[src/sv/sffa_ram.sv]
// Generic single-port-write, single-port-read RAM with registered read.
// No dependencies.
`timescale 1ns / 1ps

module sffa_ram #(
    parameter int WIDTH = 8,
    parameter int DEPTH = 16
) (
    input  logic                     clk,
    input  logic                     we,
    input  logic [$clog2(DEPTH)-1:0] waddr,
    input  logic [WIDTH-1:0]         wdata,
    input  logic [$clog2(DEPTH)-1:0] raddr,
    output logic [WIDTH-1:0]         rdata
);

    logic [WIDTH-1:0] mem [DEPTH];

    always_ff @(posedge clk)
    begin
        if (we)
        begin
            mem[waddr] <= wdata;
        end
        rdata <= mem[raddr];
    end

endmodule

[config.mk]
export PLATFORM = sky130hd
export DESIGN_NAME = sffa_ram
export DESIGN_NICKNAME = d
export VERILOG_FILES = /design/src/sv/sffa_ram.sv
export SDC_FILE = /design/constraint.sdc
export NUM_CORES = 1
export LEC_CHECK = 0
export BUFFER_PORTS_ARGS = -buffer_cell sky130_fd_sc_hd__buf_2
export CORE_ASPECT_RATIO = 0.9
export CORE_MARGIN = 2
export CORE_UTILIZATION = 60
export CTS_CLUSTER_DIAMETER = 150
export CTS_CLUSTER_SIZE = 20
export DETAILED_ROUTE_END_ITERATION = 16
export PLACE_DENSITY = 0.83
export SLEW_MARGIN = 20
export SYNTH_ARGS = -nofsm -noshare
export SYNTH_HDL_FRONTEND = slang
export SYNTH_SLANG_ARGS = --single-unit
[constraint.sdc]
create_clock -name clk -period 4.8 [get_ports clk]
set_clock_uncertainty 0.2 [all_clocks]
set_input_delay 0.24 -clock clk [delete_from_list [all_inputs] [get_ports clk]]
set_output_delay 0.24 -clock clk [all_outputs]
set_load 0.02 [all_outputs]
# After elaboration in Yosys (flattened, before gate mapping)
# Memory sizes are Yosys's and may differ from the RTL's. A register that Yosys moved wholly into a read port is not among the register bits.
# Cells that the tools add are included.
# totals
ff_bits	0
mem_bits_rw	128
in_bits	18
out_inout_bits	8
elab_cells	3
memories	1
# op_classes
mux	2
# memory_table
memory	depth	width	read_ports	rd_clocked_by_memory_dff	wr	line	source
mem	16	8	1	1	1	17	logic [WIDTH-1:0] mem [DEPTH];
# ops
cell	n
1-bit two-way mux	2

# Longest topological paths before layout
# Gate-level depths: netlist (run 1).
# depth
ltp_word	2
depth_mapped	5
mapped_depth_nobuf	3

# Worst setup path after synthesis (run 1)
# OpenSTA, ideal clock, no wires.
# synth_timing
path_kind	input -> register
startpoint	input port waddr[2]
endpoint	memory mem[0][0], enable pin
setup_ns	0.383
arrival_time_ns	1.350
t_required_ns	4.217
slack_ns	2.867
path_stages	2
n_path_buf	0
path_cell_list	or3b_2 -> nor3_1
# synth_lines
item	line	source
from (decl)	11	input logic [$clog2(DEPTH)-1:0] waddr,
to (decl)	17	
# No word-level cell before the write port.

==> metrics, run 1 <==
vias per cell 6.200; vias in the first global route between 2000 and 3000; arrival time at the worst endpoint between 2 and 2.5 ns; Diodes inserted 0; CP Data Required Time 5.00 ns; crit-path max FO 32; Antenna Nets Post-Route 0; row cnt 32; crit end category flip-flop; Net Count, Synth ~250; Finished Layout Cells 405; Place WS 2.321 ns; grt ovf 0; Post-Syn Instances ~230; initial core utilization 60.93%; DRC 0; worst setup margin roughly 2.9 ns; DRT iter0 DRCs around 260; CTS resizes 0; DPL Wire Length 6.160 mm; Max Cap Viol 0; H-tree depth 4; measured slew at the worst slew-check pin around 1 ns; routability cong. about 0.77; Max Clock Freq about 520 MHz; final wirelength between 10 and 15 mm; Post-Synthesis Mean Instance Area 22.48 sq um; maximum clock path buffer count 2; HP Class input port to flip-flop; Slew HR between 30% and 40%; NumNets Final ~290; Post-Place Cells about 370; post-synthesis sequential area ratio between 70% and 80%; die extent in y 91.87 um; GRT Total Usage between 20% and 30%; clk slew on worst S/H paths about 0.060 ns; die footprint 9337 sq um; Mapped Area about 5100 sq um; Root Buffer clkbuf_8; die width 101.6 um; setup TNS 0 ns; first-pass GRT wire length roughly 16 mm; CTS tree done; startpoint types input port; layout cells sized above 1 about 28%; Final Core Density between 70% and 80%; clk_lat worst skew 0.52 ns; Core Box Area about 8400 sq um; status finished clean; largest net degree at the start of global routing 33; Final Cycle Share around 40%; Yosys cell types 19; Avg WL per Cell 25.48 um; initial antenna violation count 0; synthesized flop and latch total roughly 140; power density cells 456.6 nW/um^2; Synthesis Warnings 0; port bufs 25; worst setup path category input port to flip-flop; top-level I/O count 26; Final Hold Fails 0; clock sinks around 140; 1st-pass router iterations 5; Layout area overhead 17.19%; via count approximately 2500; Setup-failing EPs final 0; RSZ-0062 raised after global routing no; max-slew violation total from the final report 0; IR drop worst, VDD between 300 and 400 uV; Pleak roughly 2.0 nW; Final Critical Period 1.916 ns; Num CTS Buffers 17
==> worst max-delay path, cell delays in order <==
cell and delay, ns:
buf_2 0.76, mux4_1 0.66, a22oi_1 0.36, nand2_1 0.09
==> placed cells by master, fill, tap and decap left out, types with 2 or more instances in the layout <==
cell type      instances
clkbuf_16             16
dfxtp_1                8
nand3b_1               2
nor3_1                 2
inv_6                  3
nand2_1                9
clkinv_2               2
bufinv_16              3
mux4_2                18
dlygate4sd3_1          8
a22oi_1               16
nand2b_1               2
buf_2                 25
mux4_1                14
edfxtp_1             128
buf_4                  2
nor3_2                 2
nor2_1                13
clkinvlp_4             4
clkinv_4               2
==> worst paths after layout <==
| path | from | endpoint | slack, ns | cells after the start |
|---|---|---|---|---|
| setup reg to reg | mem[2][3]$_DFFE_PP_ | rdata[3]$_DFF_P_ | 3.16 | 3 |
| hold reg to reg | mem[12][3]$_DFFE_PP_ | rdata[3]$_DFF_P_ | 0.48 | 3 |
| hold / removal | waddr[0] | mem[0][3]$_DFFE_PP_ | 0.03 | 2 |
| setup / recovery | raddr[0] | rdata[3]$_DFF_P_ | 2.88 | 4 |
==> layout make-up <==
class / instances / area [sq um]
well taps: 119 / 148.9
fillers: 476 / 2416
repair buffers: 35 / 220.2
multi-input cells: 83 / 1067
clock buffers: 18 / 417.9
clock inverters: 14 / 173.9
flip-flops and latches: 136 / 4004
==> state kept, by name, indices dropped and copies added (netlist names) <==
name	cells
mem	128
rdata	8
==> Yosys cell counts <==
cell type / count / area (sq um)
and2b_1: 1 / 7.510
buf_2: 3 / 15.01
edfxtp_1: 128 / 3844
nor2_1: 13 / 48.80
nand3_1: 1 / 5.000
nand2b_1: 2 / 12.51
dfxtp_1: 8 / 160.2
a22oi_1: 16 / 120.1
mux4_1: 14 / 367.9
and2_1: 1 / 6.260
mux4_2: 18 / 405.4
clkdlybuf4s25_2: 3 / 30.03
or3b_2: 1 / 8.760
buf_4: 1 / 7.510
nand2_1: 9 / 33.78
nor2b_1: 1 / 6.260
nand3b_1: 2 / 15.01
buf_6: 3 / 33.78
nor3_1: 4 / 20.02
==> repair_timing <==
item,in CTS,in global routing
buffers inserted,0,0
hold endpoints to repair,128,0
hold buffers,8,0
endpoints found under the setup margin,0,0
==> per-stage QoR <==
step / hold slack, ns / total power, mW / instance area, sq um
CTS: 0.007185 / 2.767 / 6032
floorplan: 0.1389 / 1.435 / 5147
global placement: 0.4312 / 1.480 / 5355
finish: 0.02533 / 2.754 / 6032
global route: 0.007932 / 2.835 / 6032
detailed placement: 0.4398 / 1.487 / 5360
==> layer usage <==
metal	vias up	GRT usage (%)	wire [um]
li1	1065	-	-
met1	1307	34.70	4272
met3	17	6.174	610
met4	0	8.671	180
met2	122	37.99	5255
met5	-	0	0
==> logic make-up (layout without fill, tap and decap cells) <==
| logic type | after synthesis | in the layout | synth area share (%) |
|---|---|---|---|
| mux | 32 | 32 | 15.02 |
| compound gates | 16 | 16 | 2.334 |
| simple gates | 35 | 35 | 3.184 |
| flops | 136 | 136 | 77.78 |
| buf+inv | 10 | 67 | 1.677 |
==> report_power, final <==
group	internal [mW]	leakage [nW]	switching, mW
combinational	0.0518	0.517	0.0783
sequential	1.33	1.22	0.00983
clock	0.795	0.278	0.491
total	2.17	2.02	0.579
(Power assumes the default switching activity.)
==> run 2, diff against run 1 <==
- clock period: 4.8 -> 1.9 ns (I/O delays scaled with it)
==> metrics, run 2 (synthesis results as in run 1) <==
Comb pwr share 5.1%; IR drop worst, VDD between 500 and 600 uV; area of the multi-input gates between 1000 and 1500 sq um; setup TNS 0 ns; Antenna Nets Post-Route 0; Reg with most FFs mem; CTS resizes 0; Final Cycle Share between 90 and 100%; final wirelength 10.24 mm; top-level I/O count 26; die width between 100 and 150 um; measured slew at the worst slew-check pin 0.4781 ns; routability cong. 0.7649; DRT iter0 DRCs between 200 and 250; clk slew on worst S/H paths about 0.06 ns; vias per cell 5.958; Max Clock Freq about 550 MHz; Root Buffer clkbuf_8; startpoint types input port; die extent in y between 90 and 100 um; FF-to-FF End rdata[5]$_DFF_P_; top cell family by delay on the critical path buffers and inverters; Core Box Area around 8400 sq um; number of flip-flops in the largest register 128; Num CTS Buffers 17; clock sinks around 140; initial antenna violation count 0; status finished clean; Hold Crit Endpoint mem[15][3]$_DFFE_PP_; crit-path cells dlygate4sd3_1 > buf_2 > nor2_1 > dlygate4sd3_1 > a22oi_1 > nand2_1; Slew HR roughly 68%; internal power 5.627 mW; reg2reg setup slack 0.31 ns; met3 routed WL 541 um; worst setup path category input port to flip-flop; Avg WL per Cell approximately 24 um; maximum clock path buffer count 2; RSZ-0062 raised after global routing no; Setup-failing EPs final 0; Post-Place Cells between 300 and 400; met2 wire len between 5 and 6 mm; Layout area overhead 21.66%; switching share of total power around a fifth; H-tree depth 4; first-pass GRT wire length between 15 and 20 mm; grt ovf 0; Final Critical Period between 1.5 and 2 ns; Critical Path Max Stage Delay roughly 0.7 ns; Clock power frac 46.9%; P_sw 1.418 mW; NumNets Final roughly 320; largest net degree at the start of global routing 33; DPL Wire Length around 6 mm; FF+latch area around 4000 sq um; Highest Signal Layer met4; slowest CP cell dlygate4sd3_1; CP Data Required Time roughly 2.2 ns; port bufs 25; Sequential Power Share a little under half; Hold Path Origin waddr[2]; crit-path max FO 6; arrival time at the worst endpoint between 2 and 2.5 ns; die footprint between 9000 and 10000 sq um; most used cell, CP dlygate4sd3_1; initial core utilization roughly three fifths; layout cells sized above 1 30.42%; biggest regs mem (128), rdata (8); 1st-pass router iterations 5; met1 WL between 4 and 5 mm; WP buf/inv 3; via count 2550; Diodes inserted 0; power density cells between 1000 and 1500 nW/um^2; Worst Hold Depth 4; HP Class input port to flip-flop; Final Hold Fails 0; commonest cells after routing, fill and taps aside 128 x edfxtp_1, 25 x buf_2, 18 x mux4_2; GRT Total Usage about a quarter; crit end category flip-flop; Finished Layout Cells around 430; commonest non-fill, non-tap cell in the layout edfxtp_1; Max Cap Viol 0; row cnt 32; total power between 7 and 8 mW; clk_lat worst skew approximately 0.52 ns; Filler cells roughly 470; vias in the first global route approximately 2700; Reg2Reg Depth 3; CTS tree done; Pleak around 2.2 nW; worst r2r src mem[0][5]$_DFFE_PP_; max-slew violation total from the final report 0; DRC 0
-- run 2: how the worst max path moves through the flow --
stage	startpoint	to	cells past startpoint
floorplan	waddr[2]	mem[0][0]$_DFFE_PP_	2
CTS	raddr[2]	rdata[0]$_DFF_P_	6
detailed placement	raddr[0]	rdata[2]$_DFF_P_	5
global route	raddr[2]	rdata[6]$_DFF_P_	6
finish	raddr[2]	rdata[0]$_DFF_P_	6
global placement	raddr[0]	rdata[3]$_DFF_P_	5
-- run 2: worst reg2reg max path, stage by stage, from the launching register on --
cell and delay, ns:
edfxtp_1 0.39, mux4_1 0.51, a22oi_1 0.27, nand2_1 0.11
-- run 2: stage by stage --
step                setup slack [ns]  hold slack (ns)  utilization [%]  area, sq um
floorplan                     0.1121        -0.006131                -         5147
global placement              0.2264           0.2761            65.37         5523
detailed placement            0.2238           0.2977            65.37         5523
CTS                          0.09710         0.007637            74.13         6262
global route                 0.04552          0.04245            74.13         6262
finish                       0.07680          0.04277            74.13         6262
-- run 2: layout make-up --
| type | count | share of cell area (%) |
|---|---|---|
| multi-input cells | 83 | 16.88 |
| well taps | 119 | 2.378 |
| flip-flops and latches | 136 | 63.94 |
| clock buffers | 18 | 6.673 |
| repair buffers | 59 | 7.233 |
| clock inverters | 13 | 2.897 |
-- run 2: timing repair --
| item | CTS | global route |
|---|---|---|
| hold buffers | 14 | 0 |
| hold endpoints to repair | 164 | 0 |
| buffers inserted | 0 | 0 |
-- run 2: metal layers --
layer  vias to the layer above  global-route usage (%)
met1                      1331                   32.53
met4                         0                   6.869
met2                        98                   39.42
li1                       1109                       -
met5                         -                       0
met3                        12                   7.317
-- run 2: power groups by stage --
| stage | Sequential [mW] | Combinational, mW | Clock [mW] |
|---|---|---|---|
| floorplan | 3.46 | 0.170 | 0 |
| global placement | 3.43 | 0.324 | 0 |
| detailed placement | 3.44 | 0.336 | 0 |
| CTS | 3.38 | 0.366 | 3.35 |
| global route | 3.38 | 0.389 | 3.47 |
| finish | 3.38 | 0.363 | 3.30 |
